===== config.mk =====
export PLATFORM = sky130hd
export DESIGN_NAME = bsc_ctrl
export DESIGN_NICKNAME = d
export VERILOG_FILES = /design/src/rtl/bsc_pkg.sv /design/src/rtl/bsc_ctrl.sv
export SDC_FILE = /design/constraint.sdc
export NUM_CORES = 1
export LEC_CHECK = 0
export BUFFER_PORTS_ARGS = -buffer_cell sky130_fd_sc_hd__buf_2
export CAP_MARGIN = 20
export CORE_MARGIN = 2
export CORE_UTILIZATION = 62
export CTS_CLUSTER_SIZE = 30
export DETAILED_ROUTE_END_ITERATION = 16
export GPL_TIMING_DRIVEN = 1
export PLACE_DENSITY = 0.85
export SYNTH_ARGS = -nofsm -noshare
export SYNTH_HDL_FRONTEND = slang
export SYNTH_SLANG_ARGS = --single-unit

===== constraint.sdc =====
create_clock -name clk -period 3.45 [get_ports clk]
set_clock_uncertainty 0.15 [all_clocks]
set_input_delay 0.1725 -clock clk [delete_from_list [all_inputs] [get_ports clk]]
set_output_delay 0.1725 -clock clk [all_outputs]
set_load 0.02 [all_outputs]

===== src/rtl/bsc_pkg.sv =====
// Shared definitions for the banker's safety check core.
// Sizes, field codes, state encoding and the controller/datapath interface structs.
// No dependencies.
`default_nettype none

package bsc_pkg;

	// Sizing of the stores and of the work vector.
	localparam int MAX_PROCS   = 16;
	localparam int MAX_RES     = 16;
	localparam int COUNT_WIDTH = 16;
	localparam int WORK_W      = COUNT_WIDTH + 8;

	localparam int PROC_W     = (MAX_PROCS > 1) ? $clog2(MAX_PROCS) : 1;
	localparam int RES_W      = (MAX_RES > 1) ? $clog2(MAX_RES) : 1;
	localparam int PROC_CNT_W = $clog2(MAX_PROCS + 1);
	localparam int RES_CNT_W  = $clog2(MAX_RES + 1);
	localparam int CELL_AW    = PROC_W + RES_W;
	localparam int CELL_DEPTH = MAX_PROCS * MAX_RES;

	// Fixed widths of the word fields and of the configuration port.
	localparam int MODE_W     = 2;
	localparam int PROC_FLD_W = 4;
	localparam int RES_FLD_W  = 4;
	localparam int AMOUNT_W   = 16;
	localparam int CFG_W      = 5;
	localparam int CFG_IDX_W  = 1;

	localparam logic [CFG_W-1:0] CFG_RESET = 5'd16;

	// Configuration register indexes.
	localparam logic [CFG_IDX_W-1:0] REG_NUM_PROCESSES = 1'd0;
	localparam logic [CFG_IDX_W-1:0] REG_NUM_RESOURCES = 1'd1;

	typedef enum logic [MODE_W-1:0] {
		MODE_LOAD_CELL  = 2'd0,
		MODE_LOAD_AVAIL = 2'd1,
		MODE_RUN        = 2'd2
	} mode_t;

	typedef enum logic [3:0] {
		ST_IDLE,
		ST_SCAN,
		ST_CHECK,
		ST_CHECK_END,
		ST_DECIDE,
		ST_ADD,
		ST_ADD_END,
		ST_ACCEPT,
		ST_NEXT,
		ST_DONE
	} state_t;

	// Commands from the controller to the datapath.
	typedef struct packed {
		logic              start;
		logic              rd_en;
		logic              rd_add;
		logic [PROC_W-1:0] proc_idx;
		logic [RES_W-1:0]  res_idx;
		logic              clear_fail;
		logic              accept;
		logic              finish;
		logic              final_safe;
	} cmd_t;

	// Status from the datapath to the controller.
	typedef struct packed {
		logic fail;
		logic cur_finished;
		logic out_free;
	} status_t;

endpackage

`default_nettype wire


===== src/rtl/bsc_ctrl.sv =====
// Controller of the banker's safety check: configuration registers, loop counters
// and the sequencing state machine. Depends on bsc_pkg.
`default_nettype none

module bsc_ctrl (
	input  wire logic                                clk,
	input  wire logic                                arst_n,
	input  wire logic                                cfg_we,
	input  wire logic [bsc_pkg::CFG_IDX_W-1:0]       cfg_index,
	input  wire logic [bsc_pkg::CFG_W-1:0]           cfg_wdata,
	input  wire logic                                item_valid,
	input  wire logic [bsc_pkg::MODE_W-1:0]          mode,
	output logic                                     item_stall,
	input  wire bsc_pkg::status_t                    st,
	output bsc_pkg::cmd_t                            cmd
);

	bsc_pkg::state_t state_q, state_d;

	logic [bsc_pkg::CFG_W-1:0]      num_proc_cfg_q, num_res_cfg_q;
	logic [bsc_pkg::PROC_CNT_W-1:0] np_q, np_d, count_q, count_d;
	logic [bsc_pkg::RES_CNT_W-1:0]  nr_q, nr_d;
	logic [bsc_pkg::PROC_W-1:0]     i_q, i_d, pass_q, pass_d;
	logic [bsc_pkg::RES_W-1:0]      r_q, r_d;
	logic                           last_res, last_proc, last_pass;
	logic [bsc_pkg::PROC_CNT_W-1:0] np_clamped;
	logic [bsc_pkg::RES_CNT_W-1:0]  nr_clamped;

	// A count of zero acts as one, a count beyond the store acts as its size.
	always_comb begin
		if (num_proc_cfg_q == '0) begin
			np_clamped = bsc_pkg::PROC_CNT_W'(1);
		end else if (32'(num_proc_cfg_q) > bsc_pkg::MAX_PROCS) begin
			np_clamped = bsc_pkg::PROC_CNT_W'(bsc_pkg::MAX_PROCS);
		end else begin
			np_clamped = bsc_pkg::PROC_CNT_W'(num_proc_cfg_q);
		end
		if (num_res_cfg_q == '0) begin
			nr_clamped = bsc_pkg::RES_CNT_W'(1);
		end else if (32'(num_res_cfg_q) > bsc_pkg::MAX_RES) begin
			nr_clamped = bsc_pkg::RES_CNT_W'(bsc_pkg::MAX_RES);
		end else begin
			nr_clamped = bsc_pkg::RES_CNT_W'(num_res_cfg_q);
		end
	end

	assign last_res  = (bsc_pkg::RES_CNT_W'(r_q) == nr_q - bsc_pkg::RES_CNT_W'(1));
	assign last_proc = (bsc_pkg::PROC_CNT_W'(i_q) == np_q - bsc_pkg::PROC_CNT_W'(1));
	assign last_pass = (bsc_pkg::PROC_CNT_W'(pass_q) == np_q - bsc_pkg::PROC_CNT_W'(1));

	always_ff @(posedge clk or negedge arst_n) begin
		if (!arst_n) begin
			num_proc_cfg_q <= bsc_pkg::CFG_RESET;
			num_res_cfg_q  <= bsc_pkg::CFG_RESET;
		end else if (cfg_we) begin
			if (cfg_index == bsc_pkg::REG_NUM_PROCESSES) begin
				num_proc_cfg_q <= cfg_wdata;
			end else if (cfg_index == bsc_pkg::REG_NUM_RESOURCES) begin
				num_res_cfg_q <= cfg_wdata;
			end
		end
	end

	always_ff @(posedge clk or negedge arst_n) begin
		if (!arst_n) begin
			state_q <= bsc_pkg::ST_IDLE;
			np_q    <= '0;
			nr_q    <= '0;
			count_q <= '0;
			i_q     <= '0;
			pass_q  <= '0;
			r_q     <= '0;
		end else begin
			state_q <= state_d;
			np_q    <= np_d;
			nr_q    <= nr_d;
			count_q <= count_d;
			i_q     <= i_d;
			pass_q  <= pass_d;
			r_q     <= r_d;
		end
	end

	always_comb begin
		state_d  = state_q;
		np_d     = np_q;
		nr_d     = nr_q;
		count_d  = count_q;
		i_d      = i_q;
		pass_d   = pass_q;
		r_d      = r_q;
		cmd      = '0;
		cmd.proc_idx = i_q;
		cmd.res_idx  = r_q;
		item_stall   = (state_q != bsc_pkg::ST_IDLE);

		unique case (state_q)
			bsc_pkg::ST_IDLE: begin
				if (item_valid && (mode == bsc_pkg::MODE_RUN)) begin
					cmd.start = 1'b1;
					np_d      = np_clamped;
					nr_d      = nr_clamped;
					count_d   = '0;
					i_d       = '0;
					pass_d    = '0;
					state_d   = bsc_pkg::ST_SCAN;
				end
			end
			bsc_pkg::ST_SCAN: begin
				if (st.cur_finished) begin
					state_d = bsc_pkg::ST_NEXT;
				end else begin
					cmd.clear_fail = 1'b1;
					r_d            = '0;
					state_d        = bsc_pkg::ST_CHECK;
				end
			end
			bsc_pkg::ST_CHECK: begin
				cmd.rd_en = 1'b1;
				if (last_res) begin
					state_d = bsc_pkg::ST_CHECK_END;
				end else begin
					r_d = r_q + 1'b1;
				end
			end
			bsc_pkg::ST_CHECK_END: begin
				state_d = bsc_pkg::ST_DECIDE;
			end
			bsc_pkg::ST_DECIDE: begin
				if (st.fail) begin
					state_d = bsc_pkg::ST_NEXT;
				end else begin
					r_d     = '0;
					state_d = bsc_pkg::ST_ADD;
				end
			end
			bsc_pkg::ST_ADD: begin
				cmd.rd_en  = 1'b1;
				cmd.rd_add = 1'b1;
				if (last_res) begin
					state_d = bsc_pkg::ST_ADD_END;
				end else begin
					r_d = r_q + 1'b1;
				end
			end
			bsc_pkg::ST_ADD_END: begin
				state_d = bsc_pkg::ST_ACCEPT;
			end
			bsc_pkg::ST_ACCEPT: begin
				if (st.out_free) begin
					cmd.accept = 1'b1;
					count_d    = count_q + 1'b1;
					state_d    = bsc_pkg::ST_NEXT;
				end
			end
			bsc_pkg::ST_NEXT: begin
				state_d = bsc_pkg::ST_SCAN;
				if (last_proc) begin
					i_d = '0;
					if (last_pass) begin
						state_d = bsc_pkg::ST_DONE;
					end else begin
						pass_d = pass_q + 1'b1;
					end
				end else begin
					i_d = i_q + 1'b1;
				end
			end
			bsc_pkg::ST_DONE: begin
				if (st.out_free) begin
					cmd.finish     = 1'b1;
					cmd.final_safe = (count_q == np_q);
					state_d        = bsc_pkg::ST_IDLE;
				end
			end
			default: begin
				state_d = bsc_pkg::ST_IDLE;
			end
		endcase
	end

endmodule

`default_nettype wire


==> run metrics, run 1 <==
PD cells 774 nW/um^2; nets 307; Final Cycle Share 79.1%; die area 4410 sq um; worst ir drop on vdd 0.369 mV; Syn-to-layout area delta 12.8%; non-filler cells, final 335; Worst-Skew Late Latency 0.30 ns; Total GRT Usage 24.7%; Most used DFF post-synth dfrtp_1; final setup violation count 0; Antenna Cells 0; initial antenna violation count 0; WL per Instance 14.4 microns; first-pass GRT wire length 8.21 mm; Critical Path Source Type register; #FFs+latches synth 41; Core Region 3720 sq um; post-CTS sizing 0; register area share after synthesis 42.6%; Root Buffer clkbuf_8; post-CTS setup buffers 0; io pins 31; share of the synthesized area in the top cell type 40.4%; gpl congestion 0.948; vias in the first global route 1842; DR vias 1946; worst min-delay path category in2reg; GR Overflow Total 0; clk sinks 41; element type at the critical path end primary output; final hold violations 0; share of cells above drive strength 1 19.5%; Slew Limit Fails 0; CTS tree done; total wire length 4.83 mm; CP arrival 2.41 ns; initial core utilization 65.0%; Post-synth top cells 39 x dfrtp_1, 33 x nand2_1, 22 x nor2_1, 18 x o21ai_0, 16 x xnor2_1; Detailed Route Iter0 Violations 205; Leak 0.00127 uW; Cell variety after synth 52; synthesized area per cell 9.63 sq um; Rel. slew slack 39.8%; Synth Warn # 0; largest net degree at the start of global routing 42; total CTS buffers 5; min Tclk post-route 2.73 ns; CTS clk-pin slew, worst paths 0.08 ns; maximum level of the CTS H-tree 2; Bufs on Longest Clock Path 2; max_cap viols 0; vias per cell 5.81; EDFF count, synth 0; Post-Place Cells 320; fmax 0.366 GHz; DRC errors left 0; DPL Wire Length 3.35 mm; PortBufs 30; DRT antenna net count 0; worst hold slack 0.173 ns; height of the die 66.4 microns; RSZ-0062 raised after global routing false; FP Rows 22; critical path fanouts, max 22; DRT Pass-1 Iters 4; most frequent cell after synthesis dfrtp_1; synthesized cell area 2420 sq um; syn nets 272; die width 66.4 microns; Mapped Cells 251; CP Class reg2out; cell taking the most area after synthesis dfrtp_1; worst slew pin tran 0.903 ns; top post-synthesis cells by area dfrtp_1 40%, xnor2_1 5.8%, nand2_1 5.1%; outcome complete, no violations; Async S/R FF share, synth 100%; CP Data Required Time 3.13 ns; hold-fix buffers at CTS 7; setup TNS 0 ns
[state kept, by name, indices dropped and copies added, names as in the netlist]
| name | flops |
|---|---|
| count_q | 5 |
| np_q | 5 |
| nr_q | 5 |
| num_proc_cfg_q | 5 |
| num_res_cfg_q | 5 |
| i_q | 4 |
| pass_q | 4 |
| r_q | 4 |
| state_q | 4 |
[cell families (layout without fill, tap and decap cells)]
kind of cell | after synthesis | count (layout) | share of synthesized area, %
buffers and inverters | 18 | 54 | 3.83
AND/OR/NAND/NOR | 103 | 103 | 22.1
flip-flops | 41 | 41 | 42.6
adder cells (fa/ha/maj) | 6 | 6 | 3.11
XOR/XNOR | 26 | 26 | 10.6
multiplexers | 12 | 12 | 5.49
AO/OA/AOI/OAI | 45 | 45 | 12.3
[final cells by class]
class	count	area, sq um
clock inverters	2	15.0
flip-flops and latches	41	1030
repair buffers	37	220
multi-input cells	192	1290
fillers	267	991
inverters	9	33.8
well taps	48	60.1
clock buffers	6	72.6
[metal layers]
metal,routed length [microns],GRT usage [%],up-vias
met4,52,7.91,0
met3,302,7.33,7
met1,2170,32.0,919
met5,0,0,-
li1,-,-,953
met2,2310,39.8,67
[critical path, stage by stage (launching register included)]
cell	delay [ns]
dfrtp_1	0.53
nor2_1	0.31
nand2_1	0.10
or2_2	0.39
inv_1	0.50
buf_2	0.28
[worst paths after layout]
path	cells past startpoint	slack [ns]	end	startpoint
min in group asynchronous	2	0.38	state_q[2]	arst_n
worst min-delay path	4	0.17	state_q[0]	st[2]
max in group asynchronous	2	2.20	np_q[1]	arst_n
worst max-delay path	5	0.72	cmd[14]	state_q[0]
worst min register to register	1	0.35	num_res_cfg_q[0]	num_res_cfg_q[0]
worst max register to register	7	0.86	pass_q[1]	state_q[0]
[cells in the final DEF, fill, tap and decap left out, types with 2 or more instances in the layout]
| cell | netlist | layout |
|---|---|---|
| dfrtp_1 | 39 | 39 |
| nand2_1 | 33 | 33 |
| buf_2 | 5 | 30 |
| nor2_1 | 22 | 22 |
| o21ai_0 | 18 | 18 |
| xnor2_1 | 16 | 16 |
| mux2_2 | 10 | 10 |
| inv_1 | 9 | 9 |
| nand3b_1 | 9 | 9 |
| nor3_1 | 8 | 8 |
| xor2_1 | 8 | 8 |
| dlygate4sd3_1 | 0 | 7 |
| nand3_1 | 6 | 6 |
| ha_1 | 6 | 6 |
| nand4_1 | 5 | 5 |
| clkbuf_8 | 1 | 5 |
| a21oi_1 | 4 | 4 |
| o22ai_1 | 4 | 4 |
| nor3b_1 | 3 | 3 |
| nor2b_1 | 3 | 3 |
| a21o_1 | 3 | 3 |
| a22oi_1 | 3 | 3 |
| o31ai_1 | 2 | 2 |
| mux2i_1 | 2 | 2 |
| xnor3_1 | 2 | 2 |
| a32o_1 | 2 | 2 |
| clkinvlp_4 | 0 | 2 |
| dfstp_2 | 2 | 2 |
[metrics by stage]
step	area, sq um	util, %	setup slack, ns	power [uW]
after floorplan	2420	-	1.23	1580
after global placement	2570	69.1	1.03	1760
after detailed placement	2570	69.1	0.933	1790
after CTS	2730	73.3	0.761	2110
after global routing	2730	73.3	0.543	2270
final	2730	73.3	0.721	2110
[power breakdown]
part,leakage (uW),internal [uW],switching (uW)
Sequential,0.000528,620,229
Clock,0.0000374,142,170
Combinational,0.000703,455,494
Total,0.00127,1220,893
No activity file was read; power rests on OpenSTA's default activity.
==> run 2: changes to the inputs <==
- CORE_UTILIZATION: 62 -> 58
- PLACE_DENSITY: 0.85 -> 0.8
- clock period: 3.45 -> 2.52 ns (I/O delays scaled with it)
==> run 2 against run 1 <==
Wire length up 5.6%. Flip-flop and latch count unchanged. First-iteration DRC count down 48%. Largest power group unchanged. Die area up 6.5%.
==> run metrics, run 2 (synthesis gave the netlist of run 1 again) <==
CP Data Required Time 2.60 ns; largest net degree at the start of global routing 42; worst ir drop on vdd 0.580 mV; FP Rows 23; Antenna Cells 0; CP arrival 2.42 ns; Core Region 4000 sq um; critical path fanouts, max 5; DRT antenna net count 0; die area 4700 sq um; post-CTS sizing 0; DRT Pass-1 Iters 4; nets 314; vias per cell 5.63; height of the die 68.5 microns; clk sinks 41; CP Class reg2reg; final core utilization 70.0%; Worst Reg-to-Reg Cells 8; min Tclk post-route 2.34 ns; Critical R2R Capture state_q[0]; element type at the critical path end register; die width 68.5 microns; DPL Wire Length 3.59 mm; PortBufs 30; pre-CTS setup slack 0.208 ns; io pins 31; Critical Path Source Type register; Min-Delay Endpoint state_q[0]; outcome complete, no violations; RSZ-0062 raised after global routing false; total CTS buffers 5; Worst-Skew Late Latency 0.30 ns; worst min-delay path category in2reg; initial core utilization 60.4%; hold path start st[2]; setup TNS 0 ns; first-pass GRT wire length 8.30 mm; Final Cycle Share 92.9%; CTS clk-pin slew, worst paths 0.09 ns; worst hold slack 0.0858 ns; Leak 0.00131 uW; Root Buffer clkbuf_8; Rel. slew slack 40.1%; final hold violations 0; most common cell after layout, fill and taps aside dfrtp_1; Slew Limit Fails 0; share of cells above drive strength 1 21.8%; GR Overflow Total 0; gpl congestion 0.871; commonest non-fill, non-tap cells in the layout 39 x dfrtp_1, 33 x nand2_1, 30 x buf_2; Bufs on Longest Clock Path 2; initial antenna violation count 0; Detailed Route Iter0 Violations 106; DR vias 1938; final worst slack 0.178 ns; r2r setup slk 0.18 ns; Syn-to-layout area delta 15.8%; max_cap viols 0; reg2reg start nr_q[0]; hold depth 4; vias in the first global route 1815; Total GRT Usage 23.9%; total wire length 5.11 mm; WL per Instance 14.8 microns; CTS tree done; total power 2990 uW; final setup violation count 0; maximum level of the CTS H-tree 2; fmax 0.427 GHz; worst slew pin tran 0.898 ns; PD cells 1070 nW/um^2; DRC errors left 0
==> run 2: cell types whose count changed in the layout (fill, tap and decap cells not counted), sizes merged <==
cell      delta
inv          +1
clkinvlp     -1
clkbuf       -1
clkinv       +1
buf          +7
==> run 2: final cells by class <==
class                   count  area, sq um
flip-flops and latches     41         1030
repair buffers             44          285
clock inverters             3         25.0
inverters                   9         33.8
well taps                  50         62.6
multi-input cells         192         1290
fillers                   313         1200
clock buffers               5         68.8
==> run 2: stage by stage <==
step                cell area [sq um]  std cells
finish                           2800        344
global route                     2800        344
CTS                              2800        344
detailed placement               2640        329
global placement                 2640        329
floorplan                        2420        251
==> run 2: worst max path at each step <==
stage	from	to	slack (ns)	depth (start not counted)
floorplan	np_q[0]	pass_q[3]	0.30	9
global placement	nr_q[0]	state_q[0]	0.30	8
detailed placement	nr_q[0]	state_q[0]	0.21	8
CTS	nr_q[0]	state_q[0]	0.18	8
global route	nr_q[0]	state_q[0]	0.05	8
finish	nr_q[0]	state_q[0]	0.18	8
==> run 2: report_power, final <==
part / total, uW / switching (uW) / leakage [uW] / internal, uW
logic: 1460 / 782 / 0.000742 / 677
clock network: 445 / 245 / 0.0000447 / 200
registers: 1090 / 238 / 0.000528 / 850
total: 2990 / 1270 / 0.00131 / 1730
==> run 2: per-layer routing <==
metal  up-vias  GRT usage, %  share of wire [%]
met5         -             0                  0
met2        43          40.3                 48
met4         0          9.50                1.7
met1       915          30.6                 46
li1        971             -                  -
met3         9          4.06                3.6
==> run 2: what timing repair did <==
item                      in CTS  in global routing
hold endpoints to repair      50                  0
hold buffers                   7                  0
buffers inserted               0                  0
==> run 2: worst max-delay path, cell delays in order, from the launching register on <==
cell and delay [ns]:
dfrtp_1 0.41, inv_1 0.09, ha_1 0.20, and4bb_1 0.21, a22oi_1 0.08, a2111o_1 0.50
a221oi_2 0.38, o31ai_1 0.12, o21ai_1 0.12
==> run 3: changes to the inputs <==
- CORE_UTILIZATION: 58 -> 40
- PLACE_DENSITY: 0.8 -> default
==> run 3 against run 2 <==
Combinational power up 3%. Maximum frequency is 0.37% lower. Utilization down 22 points. Register-to-register slack about the same. Flip-flop and latch count stayed put. Via count rose by 1.1%. Sequential share of layout area shrank 0.58 points. Critical path type is now reg2out. Highest routed layer unchanged.
==> run metrics, run 3 (synthesis gave the netlist of run 1 again) <==
outcome complete, no violations; first-pass GRT wire length 9.14 mm; initial core utilization 41.1%; largest net degree at the start of global routing 42; max layer used met4; fmax 0.425 GHz; DPL Wire Length 3.90 mm; Antenna Cells 0; CP Data Required Time 2.24 ns; met3 routed WL 192 microns; total power 3030 uW; Core Region 5890 sq um; CP max stage delay 0.42 ns; io pins 31; vias in the first global route 1884; critical path fanouts, max 18; vias per cell 5.28; die area 6680 sq um; slowest CP cell dfrtp_1; r2r setup slk 0.17 ns; WL per Instance 14.5 microns; worst-path cell chain buf_4 > nor2_1 > nand2_1 > or2_2 > inv_1 > buf_6 > buf_2; total wire length 5.38 mm; hold depth 4; maximum level of the CTS H-tree 2; initial antenna violation count 0; element type at the critical path end primary output; Min-Delay Endpoint state_q[0]; Slew Limit Fails 0; hold path start st[2]; final setup violation count 0; max_cap viols 0; Worst Reg-to-Reg Cells 8; DRT antenna net count 0; height of the die 81.7 microns; Syn-to-layout area delta 17.7%; pre-CTS setup slack 0.214 ns; PortBufs 30; min Tclk post-route 2.35 ns; Total GRT Usage 17.7%; final worst slack 0.169 ns; CP arrival 2.07 ns; commonest non-fill, non-tap cells in the layout 39 x dfrtp_1, 33 x nand2_1, 30 x buf_2; final hold violations 0; worst ir drop on vdd 0.494 mV; Rel. slew slack 39.0%; RSZ-0062 raised after global routing false; Root Buffer clkbuf_8; Leak 0.00132 uW; Critical Path Source Type register; most common cell after layout, fill and taps aside dfrtp_1; Final Cycle Share 93.3%; reg2reg start nr_q[0]; gpl congestion 0.798; DR vias 1959; worst slew pin tran 0.915 ns; DRT Pass-1 Iters 4; GR Overflow Total 0; met1 wire length 2.53 mm; worst min-delay path category in2reg; Worst-Skew Late Latency 0.29 ns; CTS clk-pin slew, worst paths 0.08 ns; setup TNS 0 ns; share of cells above drive strength 1 22.3%; FP Rows 28; Detailed Route Iter0 Violations 58; DRC errors left 0; Bufs on Longest Clock Path 2; total CTS buffers 5; final core utilization 48.3%; CTS tree done; nets 316; PD cells 1070 nW/um^2; die width 81.7 microns; wire length on met2 2.62 mm; CP Class reg2out; Critical R2R Capture r_q[3]; clk sinks 41
-- run 3: area by class of cell --
cell class | instances | area [sq um]
clock buffer | 5 | 68.8
clock inverter | 3 | 21.3
fill | 584 | 3040
inverter | 9 | 33.8
multi-input combinational | 192 | 1310
sequential | 41 | 1030
tap | 75 | 93.8
timing repair buffer | 46 | 292
-- run 3: critical path, delay by kind of cell, from the launching register on --
kind,cells,cell delay (ns)
and+or+nand+nor,3,0.63
DFF,1,0.42
buffers and inverters,4,0.73
-- run 3: what timing repair did --
item / CTS / global route
endpoints found under the setup margin: 0 / 2
buffers inserted: 0 / 0
endpoints found under the hold margin: 50 / 0
gates resized for setup: 0 / 2
hold buffers: 7 / 0
-- run 3: through the flow --
step / area [sq um] / cells / hold WS (ns)
2_1_floorplan: 2420 / 251 / -0.320
3_3_place_gp: 2670 / 356 / 0.168
3_5_place_dp: 2670 / 356 / 0.168
4_1_cts: 2830 / 371 / 0.0882
5_1_grt: 2840 / 371 / 0.126
6_report: 2840 / 371 / 0.102
-- run 3: worst max-delay path by stage --
stage | end | startpoint | slack (ns) | cells after the start
global placement | state_q[0] | nr_q[0] | 0.29 | 8
global route | r_q[3] | nr_q[0] | 0.02 | 8
finish | cmd[14] | state_q[0] | 0.17 | 7
CTS | cmd[14] | state_q[0] | 0.11 | 7
detailed placement | state_q[0] | nr_q[0] | 0.21 | 8
floorplan | pass_q[3] | np_q[0] | 0.30 | 9
-- run 3: metal layers --
| layer | up-vias | track usage, % |
|---|---|---|
| met5 | - | 0 |
| met4 | 0 | 4.00 |
| met3 | 4 | 3.30 |
| met2 | 44 | 29.8 |
| met1 | 941 | 23.7 |
| li1 | 970 | - |
-- run 3: where the power goes --
group	internal [uW]	total (uW)	switching, uW
sequential	850	1090	238
clock	197	446	249
combinational	707	1500	789
